<file path="src/hw/rtl/great_circle_bearing_macros.svh">
// assertion macros for the great circle bearing block
// expects clk and arst_n in the including scope
`ifndef GREAT_CIRCLE_BEARING_MACROS_SVH
`define GREAT_CIRCLE_BEARING_MACROS_SVH

// same-cycle implication
`define GCB_ASSERT_HOLDS(lbl, ante, cons, msg) \
	lbl: assert property (@(posedge clk) disable iff (!arst_n) (ante) |-> (cons)) \
		else $error(msg);

// next-cycle implication
`define GCB_ASSERT_NEXT(lbl, ante, cons, msg) \
	lbl: assert property (@(posedge clk) disable iff (!arst_n) (ante) |=> (cons)) \
		else $error(msg);

`endif

</file>
<file path="src/hw/rtl/gcb_pkg.sv">
// shared types and constants for the great circle bearing pipeline
// no dependencies
package gcb_pkg;

	localparam int CORDIC_STEPS      = 24;
	localparam int BEARING_FRAC_BITS = 16;
	localparam int VEC_FRAC          = 30;
	localparam int LANES             = 3;

	// angles with 29 fraction bits
	localparam logic signed [33:0] PI_ANG      = 34'sd1686629713;
	localparam logic signed [33:0] HALF_PI_ANG = 34'sd843314857;
	localparam logic signed [33:0] TWO_PI_ANG  = 34'sd3373259426;

	// cordic gain compensation, 30 fraction bits
	localparam logic signed [31:0] GAIN_COMP = 32'sd652032874;

	// 180/pi scaled by 2^43, applied with a 56 bit shift
	localparam logic [48:0] DEG_SCALE = 49'd503979006376991;
	localparam logic [24:0] DEG_SCALE_LO = DEG_SCALE[24:0];
	localparam logic [23:0] DEG_SCALE_HI = DEG_SCALE[48:25];

	localparam logic [25:0] BEAR_FULL = 26'(360) << BEARING_FRAC_BITS;

	typedef struct packed {
		logic signed [31:0] x;
		logic signed [31:0] y;
		logic signed [31:0] z;
		logic               flip;
	} rot_t;

	typedef struct packed {
		logic signed [31:0] s;
		logic signed [31:0] c;
	} sc_t;

	typedef struct packed {
		logic signed [33:0] x;
		logic signed [33:0] y;
		logic signed [32:0] z;
		logic               zero;
	} vec_t;

	// atan(2^-i), 29 fraction bits
	function automatic logic signed [31:0] atan_ang(input logic [4:0] i);
		case (i)
			5'd0:    return 32'sd421657428;
			5'd1:    return 32'sd248918915;
			5'd2:    return 32'sd131521918;
			5'd3:    return 32'sd66762579;
			5'd4:    return 32'sd33510843;
			5'd5:    return 32'sd16771758;
			5'd6:    return 32'sd8387925;
			5'd7:    return 32'sd4194219;
			5'd8:    return 32'sd2097141;
			5'd9:    return 32'sd1048575;
			5'd10:   return 32'sd524288;
			5'd11:   return 32'sd262144;
			5'd12:   return 32'sd131072;
			5'd13:   return 32'sd65536;
			5'd14:   return 32'sd32768;
			5'd15:   return 32'sd16384;
			5'd16:   return 32'sd8192;
			5'd17:   return 32'sd4096;
			5'd18:   return 32'sd2048;
			5'd19:   return 32'sd1024;
			5'd20:   return 32'sd512;
			5'd21:   return 32'sd256;
			5'd22:   return 32'sd128;
			5'd23:   return 32'sd64;
			default: return 32'sd0;
		endcase
	endfunction

endpackage

</file>
<file path="src/hw/rtl/gcb_deg.sv">
// radians to degrees with rounding, then wrap into one turn
// depends on gcb_pkg
module gcb_deg import gcb_pkg::*; (
	input  logic               clk,
	input  logic               arst_n,
	input  logic               en,
	input  logic               in_vld,
	input  logic signed [32:0] z_in,
	input  logic               zero_in,
	output logic               out_vld,
	output logic [24:0]        bearing
);

	logic        vld_s1, vld_s2, vld_s3;
	logic        neg_s1, neg_s2, neg_s3;
	logic        zero_s1, zero_s2, zero_s3;
	logic [31:0] mag_s1;
	logic [56:0] plo_s2;
	logic [55:0] phi_s2;
	logic [25:0] mag_s3;
	logic [81:0] sum;
	logic [24:0] deg_n;

	always_ff @(posedge clk or negedge arst_n) begin
		if (!arst_n) begin
			vld_s1  <= 1'b0;
			vld_s2  <= 1'b0;
			vld_s3  <= 1'b0;
			out_vld <= 1'b0;
		end else if (en) begin
			vld_s1  <= in_vld;
			vld_s2  <= vld_s1;
			vld_s3  <= vld_s2;
			out_vld <= vld_s3;
		end
	end

	assign sum = 82'({phi_s2, 25'b0}) + 82'(plo_s2) + (82'(1) << 55);

	always_comb begin
		if (zero_s3) begin
			deg_n = '0;
		end else if (neg_s3) begin
			if (mag_s3 == 0 || mag_s3 > BEAR_FULL) begin
				deg_n = '0;
			end else begin
				deg_n = 25'(BEAR_FULL - mag_s3);
			end
		end else if (mag_s3 >= BEAR_FULL) begin
			deg_n = 25'(BEAR_FULL - 26'd1);
		end else begin
			deg_n = mag_s3[24:0];
		end
	end

	always_ff @(posedge clk) begin
		if (en) begin
			neg_s1  <= z_in < 0;
			zero_s1 <= zero_in;
			mag_s1  <= (z_in < 0) ? 32'(-z_in) : 32'(z_in);
			neg_s2  <= neg_s1;
			zero_s2 <= zero_s1;
			plo_s2  <= mag_s1 * DEG_SCALE_LO;
			phi_s2  <= mag_s1 * DEG_SCALE_HI;
			neg_s3  <= neg_s2;
			zero_s3 <= zero_s2;
			mag_s3  <= sum[81:56];
			bearing <= deg_n;
		end
	end

endmodule

</file>
<file path="config.mk">
export PLATFORM = sky130hd
export DESIGN_NAME = gcb_deg
export DESIGN_NICKNAME = d
export VERILOG_FILES = /design/src/hw/rtl/great_circle_bearing_macros.svh /design/src/hw/rtl/gcb_pkg.sv /design/src/hw/rtl/gcb_deg.sv
export SDC_FILE = /design/constraint.sdc
export NUM_CORES = 2
export LEC_CHECK = 0
export BUFFER_PORTS_ARGS = -buffer_cell sky130_fd_sc_hd__buf_2
export CAP_MARGIN = 5
export CELL_PAD_IN_SITES_DETAIL_PLACEMENT = 1
export CELL_PAD_IN_SITES_GLOBAL_PLACEMENT = 1
export CORE_ASPECT_RATIO = 0.9
export CORE_MARGIN = 2
export CORE_UTILIZATION = 50
export DETAILED_ROUTE_END_ITERATION = 12
export GPL_ROUTABILITY_DRIVEN = 0
export PLACE_DENSITY = 0.86
export SYNTH_ARGS = -nofsm -noshare
export SYNTH_HDL_FRONTEND = slang
export SYNTH_SLANG_ARGS = --single-unit
</file>
<file path="constraint.sdc">
create_clock -name clk -period 12.4 [get_ports clk]
set_input_delay 0.62 -clock clk [delete_from_list [all_inputs] [get_ports clk]]
set_output_delay 0.62 -clock clk [all_outputs]
set_load 0.01 [all_outputs]
</file>
==> metrics <==
DRC 0; DIE HEIGHT 242 µm; top cell family by delay on the critical path adder cells; initial drt markers 2705; library cells used by synthesis 68; number of clock sinks 171; cts repair resizes 0; layout cells sized above 1 0.0417; Net count, final 4205; Post-Route WL 123000 µm; max-cap viol count 0; placed cell areas 32700 µm²; Worst Skew 0.0355 ns; Tightest Pin Transition 1.02 ns; CTS buffer count 17; path depth of the worst reg2reg path 21; adder-cell share of the synthesized area 0.538; met2 Usage GRT 0.604; unrepaired setup endpoints after global routing false; synthesized-area fraction occupied by and/or/nand/nor cells 0.0606; CP Depth 21; prevailing post-synth register cell edfxtp_1; multiplexer share of the synthesized area 0.00143; port bufs 63; clk_lat worst skew 0.53 ns; Synth-to-Final Area Change 5.89%; Hold Crit Depth 1; Synth Register Bits 171; critical-path cell list fa_1 > inv_1 > fa_1 > inv_1 > fa_1 > inv_1 > fa_1 > inv_1 > fa_1 > inv_1 > fa_1 > inv_1 > ha_1 > nand4_1 > or2_2 > o211ai_1 > a21boi_0 > o41ai_1 > a21oi_1 > o21ai_0 > xnor2_1; die area 64900 µm²; Worst Hold Class in2reg; TNS Setup 0 ns; Max Fclk 0.121 GHz; initial antenna violation count 3; Worst EP arrival 8.50 ns; Total Routing Usage GR 0.390; CP Capture Type flop; clk buf depth 2; die width 268 µm; Crit Path Max Fanout 12; vias in the first global route 28462; H-tree depth 4; design area 33300 µm²; GR Util met1 0.461; first-pass GRT wire length 183000 µm; CTS tree built; GR peak layer met2; async set-reset flop share out of synthesis 0.0234; post-layout minimum cycle time 8.26 ns; cell row count 87; final hold violations 0; drt pass-1 iters 5; Compound-Gate Fraction of Synth Area 0.0863; synthesized area per cell 10.2 µm²; met3 usage 0.127; final-report max-slew violation count 0; Hold Buf Count CTS 1; yosys warns 0; EDFF count, synth 167; Buf+Inv Stages, Crit Path 6; syn_nets 4165; total core area 62500 µm²; CP Data Required Time 12.63 ns; I/O pins 64; status complete, no violations; Initial Util 0.503; setup violators final 0; register clock-pin slew on the reported worst setup and hold paths 0.09 ns; Startpoint Class flop; CP max stage delay 0.88 ns; worst rel slew slack 0.320; synthesized area 31500 µm²; Final ANT Viol Nets 0; DP Wirelength 98100 µm; setup bufs post-CTS 0; gr ovfl total 0; vias per cell 6.33; cells after synthesis 3088; clk root buf clkbuf_16; total number of vias 25248; Avg WL per Cell 30.8 µm; pin count of the biggest net entering global routing 68; combinational family with the most area after synthesis adder cells; Final Cycle Share 0.666; filler instances 6926; Crit-path slowest cell o41ai_1; XOR/XNOR share of the synthesized area 0.0373; sequential fraction of the synthesis area 0.163; Crit Path Class reg2reg
## layout by cell type, fill, tap and decap left out, types with 7 or more instances in the layout
cell type	n
a211oi_1	12
a21o_1	76
a21oi_1	124
a31oi_1	21
and3_1	17
buf_2	62
clkbuf_16	17
edfxtp_1	167
fa_1	524
ha_1	515
inv_1	903
nand2_1	94
nand2b_1	12
nand3_1	32
nand3b_1	11
nand4_1	30
nor2_1	69
nor2b_1	7
nor3_1	25
nor4_1	8
o211ai_1	10
o21a_1	7
o21ai_0	85
o21bai_1	17
o31ai_1	19
o41ai_1	9
or2_2	10
or3_1	14
xnor2_1	88
xor2_1	46
## per-stage QoR
step / std cells / util / hold WS (ns) / setup slack [ns]
3_5_place_dp: 3953 / 0.523 / 0.410 / 4.43
5_1_grt: 3986 / 0.533 / 0.301 / 4.06
4_1_cts: 3986 / 0.533 / 0.284 / 4.42
3_3_place_gp: 3953 / 0.523 / 0.401 / 4.70
2_1_floorplan: 3088 / - / 0.324 / 5.55
6_report: 3987 / 0.533 / 0.310 / 4.14
## metal layers
| layer | vias up | wire length (µm) |
|---|---|---|
| met4 | 4 | 10800 |
| met1 | 12554 | 43100 |
| met2 | 2038 | 54700 |
| li1 | 9920 | - |
| met3 | 732 | 14400 |
| met5 | - | 27 |
## kinds of logic after synthesis
group | count (synthesis)
adders and majority gates | 1039
and+or+nand+nor | 366
muxes | 4
xor gates and xnor gates | 134
buffers and inverters | 951
AOI/OAI and AO/OA | 423
DFF | 171
## Yosys cell counts (all sizes together), types with 20 or more instances
cell type / instances / area share
ha: 515 / 0.20
a31oi: 21 / 0.0042
clkbuf: 44 / 0.0053
inv: 903 / 0.11
a21o: 76 / 0.018
nor3: 25 / 0.0040
edfxtp: 167 / 0.16
nand2: 95 / 0.011
fa: 524 / 0.33
xor2: 46 / 0.013
o21ai: 86 / 0.014
xnor2: 88 / 0.025
o31ai: 20 / 0.0052
a21oi: 124 / 0.020
nand3: 32 / 0.0051
nor2: 70 / 0.0084
nand4: 30 / 0.0060
## cell type report
cell class	count	area, µm²	share of cell area
diodes	1	2.50	0.0000751
clock buffers	17	425	0.0128
clock inverters	15	178	0.00533
inverters	903	3390	0.102
multi-input cells	1966	22800	0.684
flip-flops and latches	171	5110	0.154
well taps	845	1060	0.0317
repair buffers	69	369	0.0111
## worst register-to-register path, cell delays in order, from the launching register on
cell	delay, ns
edfxtp_1	0.78
fa_1	0.84
inv_1	0.12
fa_1	0.56
inv_1	0.08
fa_1	0.53
inv_1	0.08
fa_1	0.57
inv_1	0.09
fa_1	0.59
inv_1	0.07
fa_1	0.53
inv_1	0.05
ha_1	0.40
nand4_1	0.14
or2_2	0.31
o211ai_1	0.35
a21boi_0	0.26
o41ai_1	0.88
a21oi_1	0.31
o21ai_0	0.30
xnor2_1	0.14
## sequential cells by signal, indices dropped and copies added (netlist names)
name     count
zero_s3      1
neg_s3       1
mag_s3      26
zero_s1      1
plo_s2      30
zero_s2      1
out_vld      1
vld_s3       1
vld_s1       1
neg_s1       1
bearing     25
phi_s2      48
mag_s1      32
vld_s2       1
neg_s2       1
## path summary, 6_finish.rpt
path	startpoint	endpoint	slack [ns]
min in group asynchronous	arst_n	out_vld$_DFFE_PN0P_	0.43
setup reg to reg	mag_s1[3]$_DFFE_PP_	phi_s2[48]$_DFFE_PP_	4.14
setup / recovery	mag_s1[3]$_DFFE_PP_	phi_s2[48]$_DFFE_PP_	4.14
hold reg to reg	zero_s2$_DFFE_PP_	zero_s3$_DFFE_PP_	0.43
hold / removal	zero_in	zero_s1$_DFFE_PP_	0.31
max in group asynchronous	arst_n	vld_s3$_DFFE_PN0P_	11.84
Power is left out: the tool's default activity adds up to more than one toggle a clock period on the data nets, which glitch-free logic cannot reach.
